## src/sv/ascc_pkg.sv

```systemverilog
// Package for the alarm slot and chime controller: payload structs, constants,
// melody tables and the controller/datapath command and status types. No dependencies.
package ascc_pkg;

    localparam int SLOT_COUNT_DEF    = 8;
    localparam int EXT_COUNT_DEF     = 2;
    localparam int MELODY_LENGTH_DEF = 10;

    localparam logic [9:0]  CHIME_MS     = 10'd75;
    localparam logic [4:0]  NO_HOUR      = 5'd25;
    localparam logic [16:0] SEC_PER_DAY  = 17'd86400;
    localparam logic [11:0] SEC_PER_HOUR = 12'd3600;

    localparam logic [2:0] TONE_REST  = 3'd0;
    localparam logic [2:0] TONE_E6    = 3'd1;
    localparam logic [2:0] TONE_E7    = 3'd2;
    localparam logic [2:0] TONE_PAUSE = 3'd7;

    localparam logic [2:0] REG_BEEP  = 3'd0;
    localparam logic [2:0] REG_BLINK = 3'd1;
    localparam logic [2:0] REG_OPT   = 3'd2;
    localparam logic [2:0] REG_LOW   = 3'd3;
    localparam logic [2:0] REG_MID   = 3'd4;
    localparam logic [2:0] REG_HIGH  = 3'd5;

    typedef struct packed {
        logic        rtc_valid;
        logic [15:0] day_number;
        logic [16:0] second_of_day;
        logic        latching_pin;
        logic        momentary_pin;
        logic        clear_request;
        logic        external_control;
        logic        tone_ready;
        logic        blink_phase;
    } in_word_t;

    typedef struct packed {
        logic       tone_request;
        logic [2:0] tone_code;
        logic [9:0] tone_duration_ms;
        logic       alarm_active;
        logic [7:0] fired_slots;
        logic       blank_display;
        logic       force_bright;
        logic       restore_display;
    } out_word_t;

    // Controller to datapath.
    typedef struct packed {
        logic       load;     // capture input word, prepare
        logic       pre;      // stamp load and clear handling
        logic       scan;     // compare slot scan_idx
        logic [2:0] scan_idx;
        logic       hour;     // hour division step
        logic       fin;      // signalling and result
    } cmd_t;

    typedef struct packed {
        logic hour_done;
    } sts_t;

    function automatic logic [2:0] melody_code(input logic [3:0] i);
        case (i)
            4'd0: melody_code = 3'd6;
            4'd1: melody_code = 3'd3;
            4'd2: melody_code = 3'd0;
            4'd3: melody_code = 3'd3;
            4'd4: melody_code = 3'd4;
            4'd5: melody_code = 3'd3;
            4'd6: melody_code = 3'd0;
            4'd7: melody_code = 3'd5;
            4'd8: melody_code = 3'd6;
            default: melody_code = 3'd0;
        endcase
    endfunction

    function automatic logic [9:0] melody_ms(input logic [3:0] i);
        case (i)
            4'd0: melody_ms = 10'd150;
            4'd1: melody_ms = 10'd300;
            4'd2: melody_ms = 10'd50;
            4'd3: melody_ms = 10'd300;
            4'd4, 4'd5, 4'd6, 4'd7, 4'd8: melody_ms = 10'd150;
            4'd9: melody_ms = 10'd700;
            default: melody_ms = 10'd0;
        endcase
    endfunction

endpackage

```

## src/sv/ascc_ctrl.sv

```systemverilog
// Sequencer of the alarm controller: steps one word through load, stamp/clear,
// slot scan, hour division and finish, then holds the result. Uses ascc_pkg.
module ascc_ctrl #(
    parameter int SLOT_COUNT = ascc_pkg::SLOT_COUNT_DEF
) (
    input  logic          aclk,
    input  logic          aresetn,
    input  logic          in_fire,
    input  logic          out_fire,
    input  ascc_pkg::sts_t sts,
    output ascc_pkg::cmd_t cmd,
    output logic          busy,
    output logic          out_valid
);
    import ascc_pkg::*;

    typedef enum logic [2:0] {S_IDLE, S_PRE, S_SCAN, S_HOUR, S_FIN, S_OUT} state_t;

    state_t     state_reg, state_next;
    logic [2:0] idx_reg, idx_next;

    always_comb begin
        state_next = state_reg;
        idx_next   = idx_reg;
        cmd        = '0;
        cmd.scan_idx = idx_reg;
        case (state_reg)
            S_IDLE: begin
                if (in_fire) begin
                    cmd.load   = 1'b1;
                    state_next = S_PRE;
                end
            end
            S_PRE: begin
                cmd.pre    = 1'b1;
                idx_next   = '0;
                state_next = S_SCAN;
            end
            S_SCAN: begin
                cmd.scan = 1'b1;
                idx_next = idx_reg + 3'd1;
                if (32'(idx_reg) == SLOT_COUNT - 1) state_next = S_HOUR;
            end
            S_HOUR: begin
                cmd.hour = 1'b1;
                if (sts.hour_done) state_next = S_FIN;
            end
            S_FIN: begin
                cmd.fin    = 1'b1;
                state_next = S_OUT;
            end
            S_OUT: begin
                if (out_fire) state_next = S_IDLE;
            end
            default: state_next = S_IDLE;
        endcase
    end

    always_ff @(posedge aclk) begin
        if (!aresetn) begin
            state_reg <= S_IDLE;
            idx_reg   <= '0;
        end else begin
            state_reg <= state_next;
            idx_reg   <= idx_next;
        end
    end

    assign busy      = (state_reg != S_IDLE);
    assign out_valid = (state_reg == S_OUT);
endmodule

```

## src/sv/ascc_dp.sv

```systemverilog
// Datapath of the alarm controller: registers, slot compare, acknowledge stamps,
// serial hour divider and signalling logic. Uses ascc_pkg.
module ascc_dp #(
    parameter int SLOT_COUNT    = ascc_pkg::SLOT_COUNT_DEF,
    parameter int EXT_COUNT     = ascc_pkg::EXT_COUNT_DEF,
    parameter int MELODY_LENGTH = ascc_pkg::MELODY_LENGTH_DEF
) (
    input  logic               aclk,
    input  logic               aresetn,
    input  ascc_pkg::cmd_t     cmd,
    output ascc_pkg::sts_t     sts,
    input  ascc_pkg::in_word_t in_word,
    input  logic               cfg_we,
    input  logic [2:0]         cfg_idx,
    input  logic [63:0]        cfg_wdata,
    output logic [63:0]        cfg_rdata,
    output ascc_pkg::out_word_t out_word
);
    import ascc_pkg::*;

    logic [9:0]  beep_reg, blink_reg;
    logic [1:0]  opt_reg;
    logic [50:0] low_reg, mid_reg;
    logic [33:0] high_reg;

    logic [9:0] used;
    always_comb begin
        used = '0;
        for (int i = 0; i < SLOT_COUNT; i++) used[i] = 1'b1;
        for (int i = 0; i < EXT_COUNT; i++) used[8+i] = 1'b1;
    end
    logic [9:0] beeps, blinks;
    assign beeps  = beep_reg & used;
    assign blinks = blink_reg & used;

    always_ff @(posedge aclk) begin
        if (!aresetn) begin
            beep_reg <= '0; blink_reg <= '0; opt_reg <= '0;
            low_reg <= '0; mid_reg <= '0; high_reg <= '0;
        end else if (cfg_we) begin
            case (cfg_idx)
                REG_BEEP:  beep_reg  <= cfg_wdata[9:0];
                REG_BLINK: blink_reg <= cfg_wdata[9:0];
                REG_OPT:   opt_reg   <= cfg_wdata[1:0];
                REG_LOW:   low_reg   <= cfg_wdata[50:0];
                REG_MID:   mid_reg   <= cfg_wdata[50:0];
                REG_HIGH:  high_reg  <= cfg_wdata[33:0];
                default: ;
            endcase
        end
    end

    always_comb begin
        case (cfg_idx)
            REG_BEEP:  cfg_rdata = {54'd0, beep_reg};
            REG_BLINK: cfg_rdata = {54'd0, blink_reg};
            REG_OPT:   cfg_rdata = {62'd0, opt_reg};
            REG_LOW:   cfg_rdata = {13'd0, low_reg};
            REG_MID:   cfg_rdata = {13'd0, mid_reg};
            REG_HIGH:  cfg_rdata = {30'd0, high_reg};
            default:   cfg_rdata = '0;
        endcase
    end

    // State of the model.
    logic [7:0]  mask_reg;
    logic        lat_reg, mom_reg, prev_reg, pend_reg, loaded_reg;
    logic [4:0]  last_hour_reg;
    logic [7:0]  step_reg;
    logic [15:0] ack_day_reg [8];
    logic [16:0] ack_sec_reg [8];

    // Captured word and working values.
    in_word_t    w_reg;
    logic [16:0] sod_reg;
    logic        restore_reg;
    logic [16:0] rem_reg;
    logic [4:0]  hour_reg;
    out_word_t   out_reg;

    logic [16:0] sod_in;
    assign sod_in = (in_word.second_of_day >= SEC_PER_DAY) ?
                    in_word.second_of_day - SEC_PER_DAY : in_word.second_of_day;

    // Slot time select for the scanned slot.
    logic [16:0] st;
    always_comb begin
        case (cmd.scan_idx)
            3'd0: st = low_reg[16:0];
            3'd1: st = low_reg[33:17];
            3'd2: st = low_reg[50:34];
            3'd3: st = mid_reg[16:0];
            3'd4: st = mid_reg[33:17];
            3'd5: st = mid_reg[50:34];
            3'd6: st = high_reg[16:0];
            default: st = high_reg[33:17];
        endcase
    end

    logic any_act;
    assign any_act = (mask_reg != 0) || lat_reg || mom_reg;

    // Hour by repeated subtraction, one hour per cycle.
    logic hour_step;
    assign hour_step = (rem_reg >= 17'(SEC_PER_HOUR));
    assign sts.hour_done = !hour_step;

    // Finish-step combinational result. By now rem_reg holds the seconds past
    // the hour, so a zero remainder marks a whole hour for the chime arm test.
    logic [7:0]  f_mask;
    logic        f_lat, f_mom, f_prev, f_pend, f_restore;
    logic [4:0]  f_last;
    logic [7:0]  f_step;
    out_word_t   f_out;
    logic [4:0]  hr;
    logic [2:0]  sh;
    logic [4:0]  hbits;
    logic [7:0]  nstep;
    always_comb begin
        f_mask = mask_reg; f_lat = lat_reg; f_mom = mom_reg; f_prev = prev_reg;
        f_pend = pend_reg || (w_reg.rtc_valid && opt_reg[0] && rem_reg == 17'd0);
        f_last = last_hour_reg; f_step = step_reg;
        f_restore = restore_reg;
        f_out = '0;
        hr = hour_reg;
        sh = 3'(step_reg[7:1] > 7'd6 ? 7'd6 : step_reg[7:1]);
        hbits = '0;
        nstep = step_reg;
        if (prev_reg != w_reg.momentary_pin) begin
            f_prev = w_reg.momentary_pin;
            f_mom  = w_reg.momentary_pin;
            if (!f_mom && mask_reg == 0 && !lat_reg) f_restore = 1'b1;
        end
        if (w_reg.latching_pin) f_lat = 1'b1;
        if (!w_reg.external_control) begin
            if (f_mask != 0 || f_lat || f_mom) begin
                if (beeps != 0) begin
                    f_pend = 1'b0;
                    if (32'(step_reg) >= MELODY_LENGTH) nstep = '0;
                    f_out.tone_request = 1'b1;
                    f_out.tone_code = melody_code(nstep[3:0]);
                    f_out.tone_duration_ms = melody_ms(nstep[3:0]);
                    f_step = w_reg.tone_ready ? nstep + 8'd1 : nstep;
                end
                if (blinks != 0) begin
                    f_out.force_bright = 1'b1;
                    f_out.blank_display = w_reg.blink_phase;
                end
            end else if (f_pend) begin
                if (opt_reg[1]) begin
                    if (hour_reg == 5'd0) hr = 5'd12;
                    else if (hour_reg > 5'd12) hr = hour_reg - 5'd12;
                end
                if (hr == last_hour_reg) begin
                    f_pend = 1'b0;
                end else if (hr == 5'd0) begin
                    f_out.tone_request = 1'b1;
                    f_out.tone_code = TONE_E6;
                    f_out.tone_duration_ms = CHIME_MS;
                    f_step = '0; f_last = hr; f_pend = 1'b0;
                end else begin
                    hbits = (sh < 3'd6) ? (hr >> sh) : 5'd0;
                    if (hbits != 0) begin
                        f_out.tone_request = 1'b1;
                        f_out.tone_duration_ms = CHIME_MS;
                        f_out.tone_code = step_reg[0] ? TONE_PAUSE :
                                          (hbits[0] ? TONE_E7 : TONE_E6);
                        if (w_reg.tone_ready) f_step = step_reg + 8'd1;
                    end else begin
                        f_step = '0; f_last = hr; f_pend = 1'b0;
                    end
                end
            end else begin
                f_step = '0;
            end
        end
        f_out.alarm_active = (f_mask != 0) || f_lat || f_mom;
        f_out.fired_slots = f_mask;
        f_out.restore_display = f_restore;
    end

    always_ff @(posedge aclk) begin
        if (!aresetn) begin
            mask_reg <= '0; lat_reg <= 1'b0; mom_reg <= 1'b0; prev_reg <= 1'b0;
            pend_reg <= 1'b1; last_hour_reg <= NO_HOUR; step_reg <= '0;
            loaded_reg <= 1'b0;
        end else begin
            if (cmd.pre) begin
                if (!loaded_reg) loaded_reg <= 1'b1;
                if (w_reg.clear_request && any_act) begin
                    mask_reg <= '0; lat_reg <= 1'b0; mom_reg <= 1'b0; step_reg <= '0;
                end
            end
            if (cmd.scan && w_reg.rtc_valid && (beeps[cmd.scan_idx] || blinks[cmd.scan_idx])
                && sod_reg >= st
                && (ack_day_reg[cmd.scan_idx] < w_reg.day_number
                    || (ack_day_reg[cmd.scan_idx] == w_reg.day_number
                        && ack_sec_reg[cmd.scan_idx] < st)))
                mask_reg[cmd.scan_idx] <= 1'b1;
            if (cmd.fin) begin
                mask_reg <= f_mask; lat_reg <= f_lat; mom_reg <= f_mom; prev_reg <= f_prev;
                pend_reg <= f_pend; last_hour_reg <= f_last; step_reg <= f_step;
            end
        end
    end

    // The hour divider starts from the folded time of day in the load cycle and
    // leaves the quotient in hour_reg and the remainder in rem_reg.
    always_ff @(posedge aclk) begin
        if (cmd.load) begin
            w_reg       <= in_word;
            sod_reg     <= sod_in;
            rem_reg     <= sod_in;
            hour_reg    <= '0;
            restore_reg <= 1'b0;
        end
        if (cmd.pre) begin
            // Per-slot acknowledge stamps: first-word load, then clear stamping.
            for (int i = 0; i < 8; i++) begin
                if (!loaded_reg || (w_reg.clear_request && any_act && mask_reg[i])) begin
                    ack_day_reg[i] <= w_reg.day_number;
                    ack_sec_reg[i] <= sod_reg;
                end
            end
            if (w_reg.clear_request && any_act) restore_reg <= 1'b1;
        end
        if (cmd.hour && hour_step) begin
            rem_reg  <= rem_reg - 17'(SEC_PER_HOUR);
            hour_reg <= hour_reg + 5'd1;
        end
        if (cmd.fin) out_reg <= f_out;
    end
    assign out_word = out_reg;
endmodule

```

## src/sv/alarm_slot_and_chime_controller_core.sv

```systemverilog
// Top level of the alarm slot and chime controller: APB register port, word
// handshakes, controller and datapath. Uses ascc_pkg, ascc_ctrl and ascc_dp.
//
// Use: each firmware tick one input word (clock, pins, key, tone-ready, blink
// phase) is offered on s_valid/s_ready; one result word (tone request, alarm
// flags, display commands) comes back on m_valid/m_ready. Registers are set
// through the APB port at byte address 8*i, 64-bit data, pready always high.
// After acceptance a word goes through load, stamp/clear, the slot scan, hour
// division and finish before m_valid rises. The hour is found by one
// subtraction of 3600 seconds per cycle and the slots are compared one per
// cycle. One word is in work at a time, and s_ready is low from acceptance
// until the result is taken. While m_ready is low the result holds and no new
// word is taken.
// After reset the chime is armed (start-up beep), all alarms are idle and the
// acknowledge stamps are loaded from the first word.
module alarm_slot_and_chime_controller_core #(
    parameter int SLOT_COUNT    = ascc_pkg::SLOT_COUNT_DEF,
    parameter int EXT_COUNT     = ascc_pkg::EXT_COUNT_DEF,
    parameter int MELODY_LENGTH = ascc_pkg::MELODY_LENGTH_DEF
) (
    input  logic                aclk,
    input  logic                aresetn,
    input  logic                s_valid,
    output logic                s_ready,
    input  ascc_pkg::in_word_t  s_data,
    output logic                m_valid,
    input  logic                m_ready,
    output ascc_pkg::out_word_t m_data,
    input  logic                psel,
    input  logic                penable,
    input  logic                pwrite,
    input  logic [5:0]          paddr,
    input  logic [63:0]         pwdata,
    output logic [63:0]         prdata,
    output logic                pready
);
    import ascc_pkg::*;

    cmd_t cmd;
    sts_t sts;
    logic busy;

    assign pready  = 1'b1;
    assign s_ready = !busy;

    ascc_ctrl #(.SLOT_COUNT(SLOT_COUNT)) u_ctrl (
        .aclk, .aresetn,
        .in_fire(s_valid && s_ready),
        .out_fire(m_valid && m_ready),
        .sts, .cmd, .busy, .out_valid(m_valid)
    );

    ascc_dp #(
        .SLOT_COUNT(SLOT_COUNT), .EXT_COUNT(EXT_COUNT), .MELODY_LENGTH(MELODY_LENGTH)
    ) u_dp (
        .aclk, .aresetn, .cmd, .sts,
        .in_word(s_data),
        .cfg_we(psel && penable && pwrite),
        .cfg_idx(paddr[5:3]),
        .cfg_wdata(pwdata),
        .cfg_rdata(prdata),
        .out_word(m_data)
    );
endmodule

```

## config.mk

```make
export PLATFORM = sky130hd
export DESIGN_NAME = alarm_slot_and_chime_controller_core
export DESIGN_NICKNAME = d
export VERILOG_FILES = /design/src/sv/ascc_pkg.sv /design/src/sv/ascc_ctrl.sv /design/src/sv/ascc_dp.sv /design/src/sv/alarm_slot_and_chime_controller_core.sv
export SDC_FILE = /design/constraint.sdc
export NUM_CORES = 1
export LEC_CHECK = 0
export BUFFER_PORTS_ARGS = -buffer_cell sky130_fd_sc_hd__buf_2
export CORE_MARGIN = 10
export CORE_UTILIZATION = 65
export CTS_BUF_LIST = sky130_fd_sc_hd__clkbuf_8
export DETAILED_ROUTE_END_ITERATION = 8
export GPL_TIMING_DRIVEN = 0
export PLACE_DENSITY = 0.88
export SYNTH_ARGS = -nofsm -noshare
export SYNTH_HDL_FRONTEND = slang
export SYNTH_SLANG_ARGS = --single-unit
```

## constraint.sdc

```tcl
create_clock -name aclk -period 11.8 [get_ports aclk]
set_input_delay 2.36 -clock aclk [delete_from_list [all_inputs] [get_ports aclk]]
set_output_delay 2.36 -clock aclk [all_outputs]
set_load 0.02 [all_outputs]
```

Word-level counts from Yosys, hierarchy flattened
Memories as Yosys holds them, arrays and structs flattened. A register that Yosys moved wholly into a read port is not among the register bits. Cells that the tools add are included.

Add/subtract/negate cells: 7. $mul: 0. Divide/modulo/power cells: 0. Order comparisons: 12. Eq/ne operators: 29. Shift operators: 1. Mux-type cells: 110. Bitwise logic cells: 5. Reduce and logical (&&, ||, !) cells: 72.

Operators by type and width (number): $pmux W51 S6 (1); $mux W8 (20); $pmux W17 S7 (1); $mux W14 (6); $mux W5 (11); $mux W1 (52); $mux W17 (3); $mux W3 (10); $eq A3 B3 Y1 const B (8); $logic_and A1 B1 Y1 (24); $reduce_bool A10 Y1 (2); $eq A3 B2 Y1 const B (6); $pmux W3 S6 (1); $ge A17 B12 Y1 const B (1); $ge A17 B17 Y1 (1); $ge A17 B17 Y1 const B (1); $logic_not A17 Y1 (1); $lt A17 B17 Y1 (1); $sub A17 B12 Y17 const B (1); $sub A17 B17 Y17 const B (1); $add A8 B1 Y8 const B (2); $eq A16 B16 Y1 (1); $lt A16 B16 Y1 (1); $reduce_and A2 Y1 (8); other kinds (38) (72).

Register bits: 279. Latch bits: 0. Memory bits (writable): 264. Memory bits (read-only): 176. Input bits: 117. Output and inout bits: 93. Memories kept: 4.

Memories: u_dp.ack_sec_reg (depth 8, bits a word 17, rd ports 1, clocked after Yosys merged registers in 1, write ports 8, RTL line ascc_dp.sv:71) `logic [16:0] ack_sec_reg [8];`; (no name shown) (depth 16, bits a word 8, rd ports 1, clocked after Yosys merged registers in 0, write ports 0, RTL line ascc_pkg.sv:79) `case (i)`; u_dp.ack_day_reg (depth 8, bits a word 16, rd ports 1, clocked after Yosys merged registers in 1, write ports 8, RTL line ascc_dp.sv:70) `logic [15:0] ack_day_reg [8];`; (no name shown) (depth 16, bits a word 3, rd ports 1, clocked after Yosys merged registers in 0, write ports 0, RTL line ascc_pkg.sv:64) `case (i)`.

Longest topological paths before layout
Depth after elaboration: 17. Gate-level depth with buffers: 18.

Hierarchy
From an unflattened synthesis, not the netlist that was laid out.

Cell total of the unflattened synthesis: 2190. Area total of the unflattened synthesis: 24462.2 sq um.

By module, submodules not included: ascc_dp (times used 1, cells an instance 2141, area each 24039.3 sq um, sequential area each 14243.7 sq um); ascc_ctrl (times used 1, cells an instance 43, area each 389.1 sq um, sequential area each 120.1 sq um); alarm_slot_and_chime_controller_core (times used 1, cells an instance 6, area each 33.8 sq um, sequential area each 0.0 sq um).

Least setup slack after synthesis
OpenSTA, ideal clock, no wires.

Path kind: input to output. Start: input port paddr[5]. End: output port prdata[1]. Data arrival time: 4.141 ns. Required time: 9.440 ns. Setup slack: 5.299 ns. Cell stages on the path: 5. Cell sequence: clkbuf_1 -> buf_1 -> buf_1 -> mux2i_1 -> o21ai_0.

Cells in the longest elaborated chain, start to end: 2. Elaborated cells between the ends (all ways): 7. Those cells by class: eq/ne (5); mux (1); reduce/logical (1).

RTL lines: start, declared (RTL line alarm_slot_and_chime_controller_core.sv:32) `input logic [5:0] paddr,`; $eq A3 B3 Y1 (tied with other cells) (RTL line ascc_dp.sv:54) `case (cfg_idx)`; $pmux W51 S6 (*) (RTL line ascc_dp.sv:54); end, declared (RTL line alarm_slot_and_chime_controller_core.sv:34) `output logic [63:0] prdata,`.

Mark *: on every way between the ends. The rest lies on a longest branch, timed or not.

Worst setup path in the final report
Start: input port paddr[5]. End: output port prdata[19].

Same word-level chain as after synthesis.

==> reports/summary.md <==
The count of port buffers added during placement was 177; the share of final-layout standard cells stronger than drive strength 1 was 19.5%. For the filler cell count in the final layout, the log shows 2,467. The clock net in this run drives a total of 545 sinks.

Setup repair after global routing left no endpoint under its margin. The total iterations of the first detailed-routing run was 9. For the insertion delay of the later-clocked pin in the worst-skew pair, the log shows 0.66 ns. For this design the ratio of total power to cell area is 164 nW/um2. The worst min-delay path class was reg -> reg. For the number of global-route vias before repair, the log shows 19,100. The ratio of final minimum period to clock period was 62.6%; the overall die height was 215 um.

Cell type with the largest total area after synthesis: sky130_fd_sc_hd__edfxtp_1. The initial antenna violation count was 0. The run finished with clean final reports. Sequential elements use 58.5% of the synthesized area. After detailed placement, the design holds a cell count of 2,780.

The signal on the critical path passes through clkbuf_1, nor2b_1, clkbuf_1, nor2b_1, clkbuf_1, clkbuf_1, a22o_1, buf_2. Deepest level of the CTS H-tree: 3. The clock period minus worst slack is 7.38 ns, and the count of yosys warnings during synthesis is 0.

For this run, design rule violations remaining after detail routing come to 0. The floorplan step defined a core boundary enclosing 37,600 um2. The max-slew violation count is 0, and the worst-path maximum fanout is 10. In this run, post-CTS repair resized a total of 0 instances. The root cell of the clock tree is sky130_fd_sc_hd__clkbuf_8. The initial utilization of the core area, before any placement, comes to 65.6%.

The detailed placer's ending HPWL was 53,900 um; the slew of the pin with the lowest slew margin was 1.08 ns. TritonCTS built the clock tree. The clock arrives with 0.0215 ns of skew.

In this run the mean area of a mapped cell was 11.9 um2. The count of cells in the finished layout, fillers not included, comes to 2,938. For the wire length of the first global-routing pass, the log shows 113,000 um. The data required time of the critical path was 9.44 ns. The number of hold violations in the final report was 0. The run gives 0 as the antenna diode count.

The most numerous cell type found on the critical path is sky130_fd_sc_hd__clkbuf_1. sky130_fd_sc_hd__nand2_1 is the most common cell in the netlist. The logs give 32.4% for the clock network power share and 27.9% for the relative slew slack. The most used flip-flop cell after synthesis was sky130_fd_sc_hd__edfxtp_1. The slowest stage of the critical path belongs to the cell sky130_fd_sc_hd__clkbuf_1. The run gives 0 as the leftover overflow at the end of global routing. The floorplan step set the die width to 215 um. After routing, the total negative slack on setup checks comes to 0 ns. The die covers 46,100 um2. For this block, wires on met1 add up to 27,600 um. Ranked by instance count, the synthesized netlist is headed by 375 x sky130_fd_sc_hd__nand2_1, 351 x sky130_fd_sc_hd__edfxtp_1, 194 x sky130_fd_sc_hd__dfxtp_1. After detailed routing, the average wire length per cell comes to 25.6 um.

The first routing iteration left 2,610 violations. Counting every instance in the synthesized netlist gives 2,071. The analysis attributes to net switching a power of 1.30 mW. The run gives 7640 um as the amount of wire on met3 after detailed routing. The tools report the sort of element at the end of the critical path as an output port. The tools report the endpoint arrival time on the critical path as 5.02 ns.

The tools report the element type at the critical path start as an input port. For this run, the top clock speed supported by timing is 0.135 GHz. The peak supply drop is 0.0866 mV. Register bit count reported by yosys: 545. The netlist area before placement was 24,700 um2. In the routed layout, each cell is associated on average with a via count of 6.50. The number of buffers inserted during clock tree synthesis was 85; the post-layout net count was 2,537. After synthesis, the largest area contributor takes up 42.8% of total cell area. The critical path is of the in -> out type.

Delay contributed by the slowest stage of the critical path: 0.58 ns. Setup violations remaining at the end of the flow were counted as 0. For the cell-internal power, the log shows 3.29 mW. Sorting the synthesized cells by area gives the leading types as sky130_fd_sc_hd__edfxtp_1 43%, sky130_fd_sc_hd__dfxtp_1 16%, sky130_fd_sc_hd__mux4_2 6.0%, sky130_fd_sc_hd__nand2_1 5.7%, sky130_fd_sc_hd__a21oi_1 3.7%.

For the count of pins on the block boundary, the log shows 210. The number of library cell types mapped by synthesis came out at 89. In this run the core area contains 71 standard-cell rows. The post-layout utilization of the core was 74.5%; the switching power as a share of total power was 28.3%.

Registers are responsible for 52.1% of the overall power. After detailed routing, the met2 layer carries 36,300 um of wire. For this run, asynchronously set or reset flops after synthesis account for 0%. Global routing consumed, over all layers together, 31.7% of the routing resources. Once routing completed, OpenROAD measured the worst setup slack at 4.42 ns.

Max-cap violations in this run came to 0. Summing over every cut layer, the via total after detailed routing is 19,100. The tools report the weighted congestion at the end of routability-driven global placement as 1.06. The leakage power was 10.1 nW; the number of routed nets with antenna violations was 0. Signal routing reaches up to met4. The total power after layout is 4.58 mW. The flip-flop count of the largest register, all copies and words added was 136. The deepest clock path buffer count came out at 3.

The area added between synthesis and finish is 13.6%. In this run the register-to-register setup slack is 6.23 ns. At the placement stage, the worst setup path has a slack of 4.57 ns.

Entering global routing, the biggest net connects 33 pins. Post-CTS timing repair inserted 0 buffers for setup. The count of flip-flops with a built-in enable after synthesis is 351, and the final wirelength is 75,300 um. Clock-pin slew was measured on the worst setup and hold paths at 0.06 ns. The combinational cell fraction of total power is 15.6%, and the hold buffer count at CTS is 0.
[critical path: cells and delay by family]
family / cells / cell delay (ns)
buf+inv: 5 / 1.92
simple gates: 2 / 0.39
compound gates: 1 / 0.36
[power by group through the flow]
stage	clock, mW	sequential, mW	combinational [mW]
2_1_floorplan	0	2.37	0.439
4_1_cts	1.49	2.38	0.702
3_3_place_gp	0	2.40	0.620
6_report	1.48	2.39	0.713
3_5_place_dp	0	2.42	0.692
5_1_grt	1.57	2.40	0.757
[cells by family (layout without fill, tap and decap cells)]
kind of cell,count (synthesis),count (layout),share of synthesized area [%]
DFF,545,545,58.5
and+or+nand+nor,611,611,11.1
other,2,14,0.0305
adders and majority gates,65,65,3.29
AOI/OAI and AO/OA,472,472,13.0
buffers and inverters,195,539,3.30
xor gates and xnor gates,23,23,0.817
muxes,158,158,9.98
[metal layers]
layer	global-route usage (%)	vias up
li1	-	8286
met1	39.2	9278
met2	51.7	1285
met3	7.22	258
met4	16.1	0
met5	0	-
[worst paths after layout]
path / start / endpoint / depth (start not counted)
worst max-delay path: paddr[5] / prdata[19] / 8
worst min-delay path: u_dp.prev_reg$_SDFFE_PN0P_ / u_dp.prev_reg$_SDFFE_PN0P_ / 2
worst max register to register: u_ctrl.idx_reg[2]$_SDFFE_PN0N_ / u_dp.f_mask[5]$_SDFFE_PN0N_ / 18
worst min register to register: u_dp.prev_reg$_SDFFE_PN0P_ / u_dp.prev_reg$_SDFFE_PN0P_ / 2
[cells in the final DEF, fill, tap and decap left out, types with 16 or more instances in the layout]
cell / n
sky130_fd_sc_hd__nand2_1: 375
sky130_fd_sc_hd__edfxtp_1: 351
sky130_fd_sc_hd__dfxtp_1: 194
sky130_fd_sc_hd__buf_2: 189
sky130_fd_sc_hd__a21oi_1: 180
sky130_fd_sc_hd__clkbuf_1: 101
sky130_fd_sc_hd__clkbuf_8: 90
sky130_fd_sc_hd__nor2_1: 89
sky130_fd_sc_hd__inv_1: 79
sky130_fd_sc_hd__a22o_1: 70
sky130_fd_sc_hd__mux4_2: 66
sky130_fd_sc_hd__ha_1: 64
sky130_fd_sc_hd__o21ai_0: 63
sky130_fd_sc_hd__mux2i_1: 49
sky130_fd_sc_hd__mux2_2: 42
sky130_fd_sc_hd__a222oi_1: 26
sky130_fd_sc_hd__nand3_1: 23
sky130_fd_sc_hd__buf_1: 17
sky130_fd_sc_hd__nor3_1: 17
sky130_fd_sc_hd__buf_4: 16
[stage by stage]
stage / cell area (um2) / hold WS (ns)
final: 28000 / 0.455
after global routing: 28000 / 0.491
after CTS: 28000 / 0.459
after detailed placement: 26400 / 0.451
after global placement: 26200 / 0.443
after floorplan: 24700 / 0.436
[cell type report]
class	count	area, um2	area share, %
tap	511	639	2.28
buffer	147	634	2.27
clock buffer	90	1240	4.42
sequential	545	14400	51.5
inverter	48	180	0.643
multi-input combinational	1343	9470	33.8
timing repair buffer	186	1070	3.83
clock inverter	68	338	1.21
(Power assumes the default switching activity.)
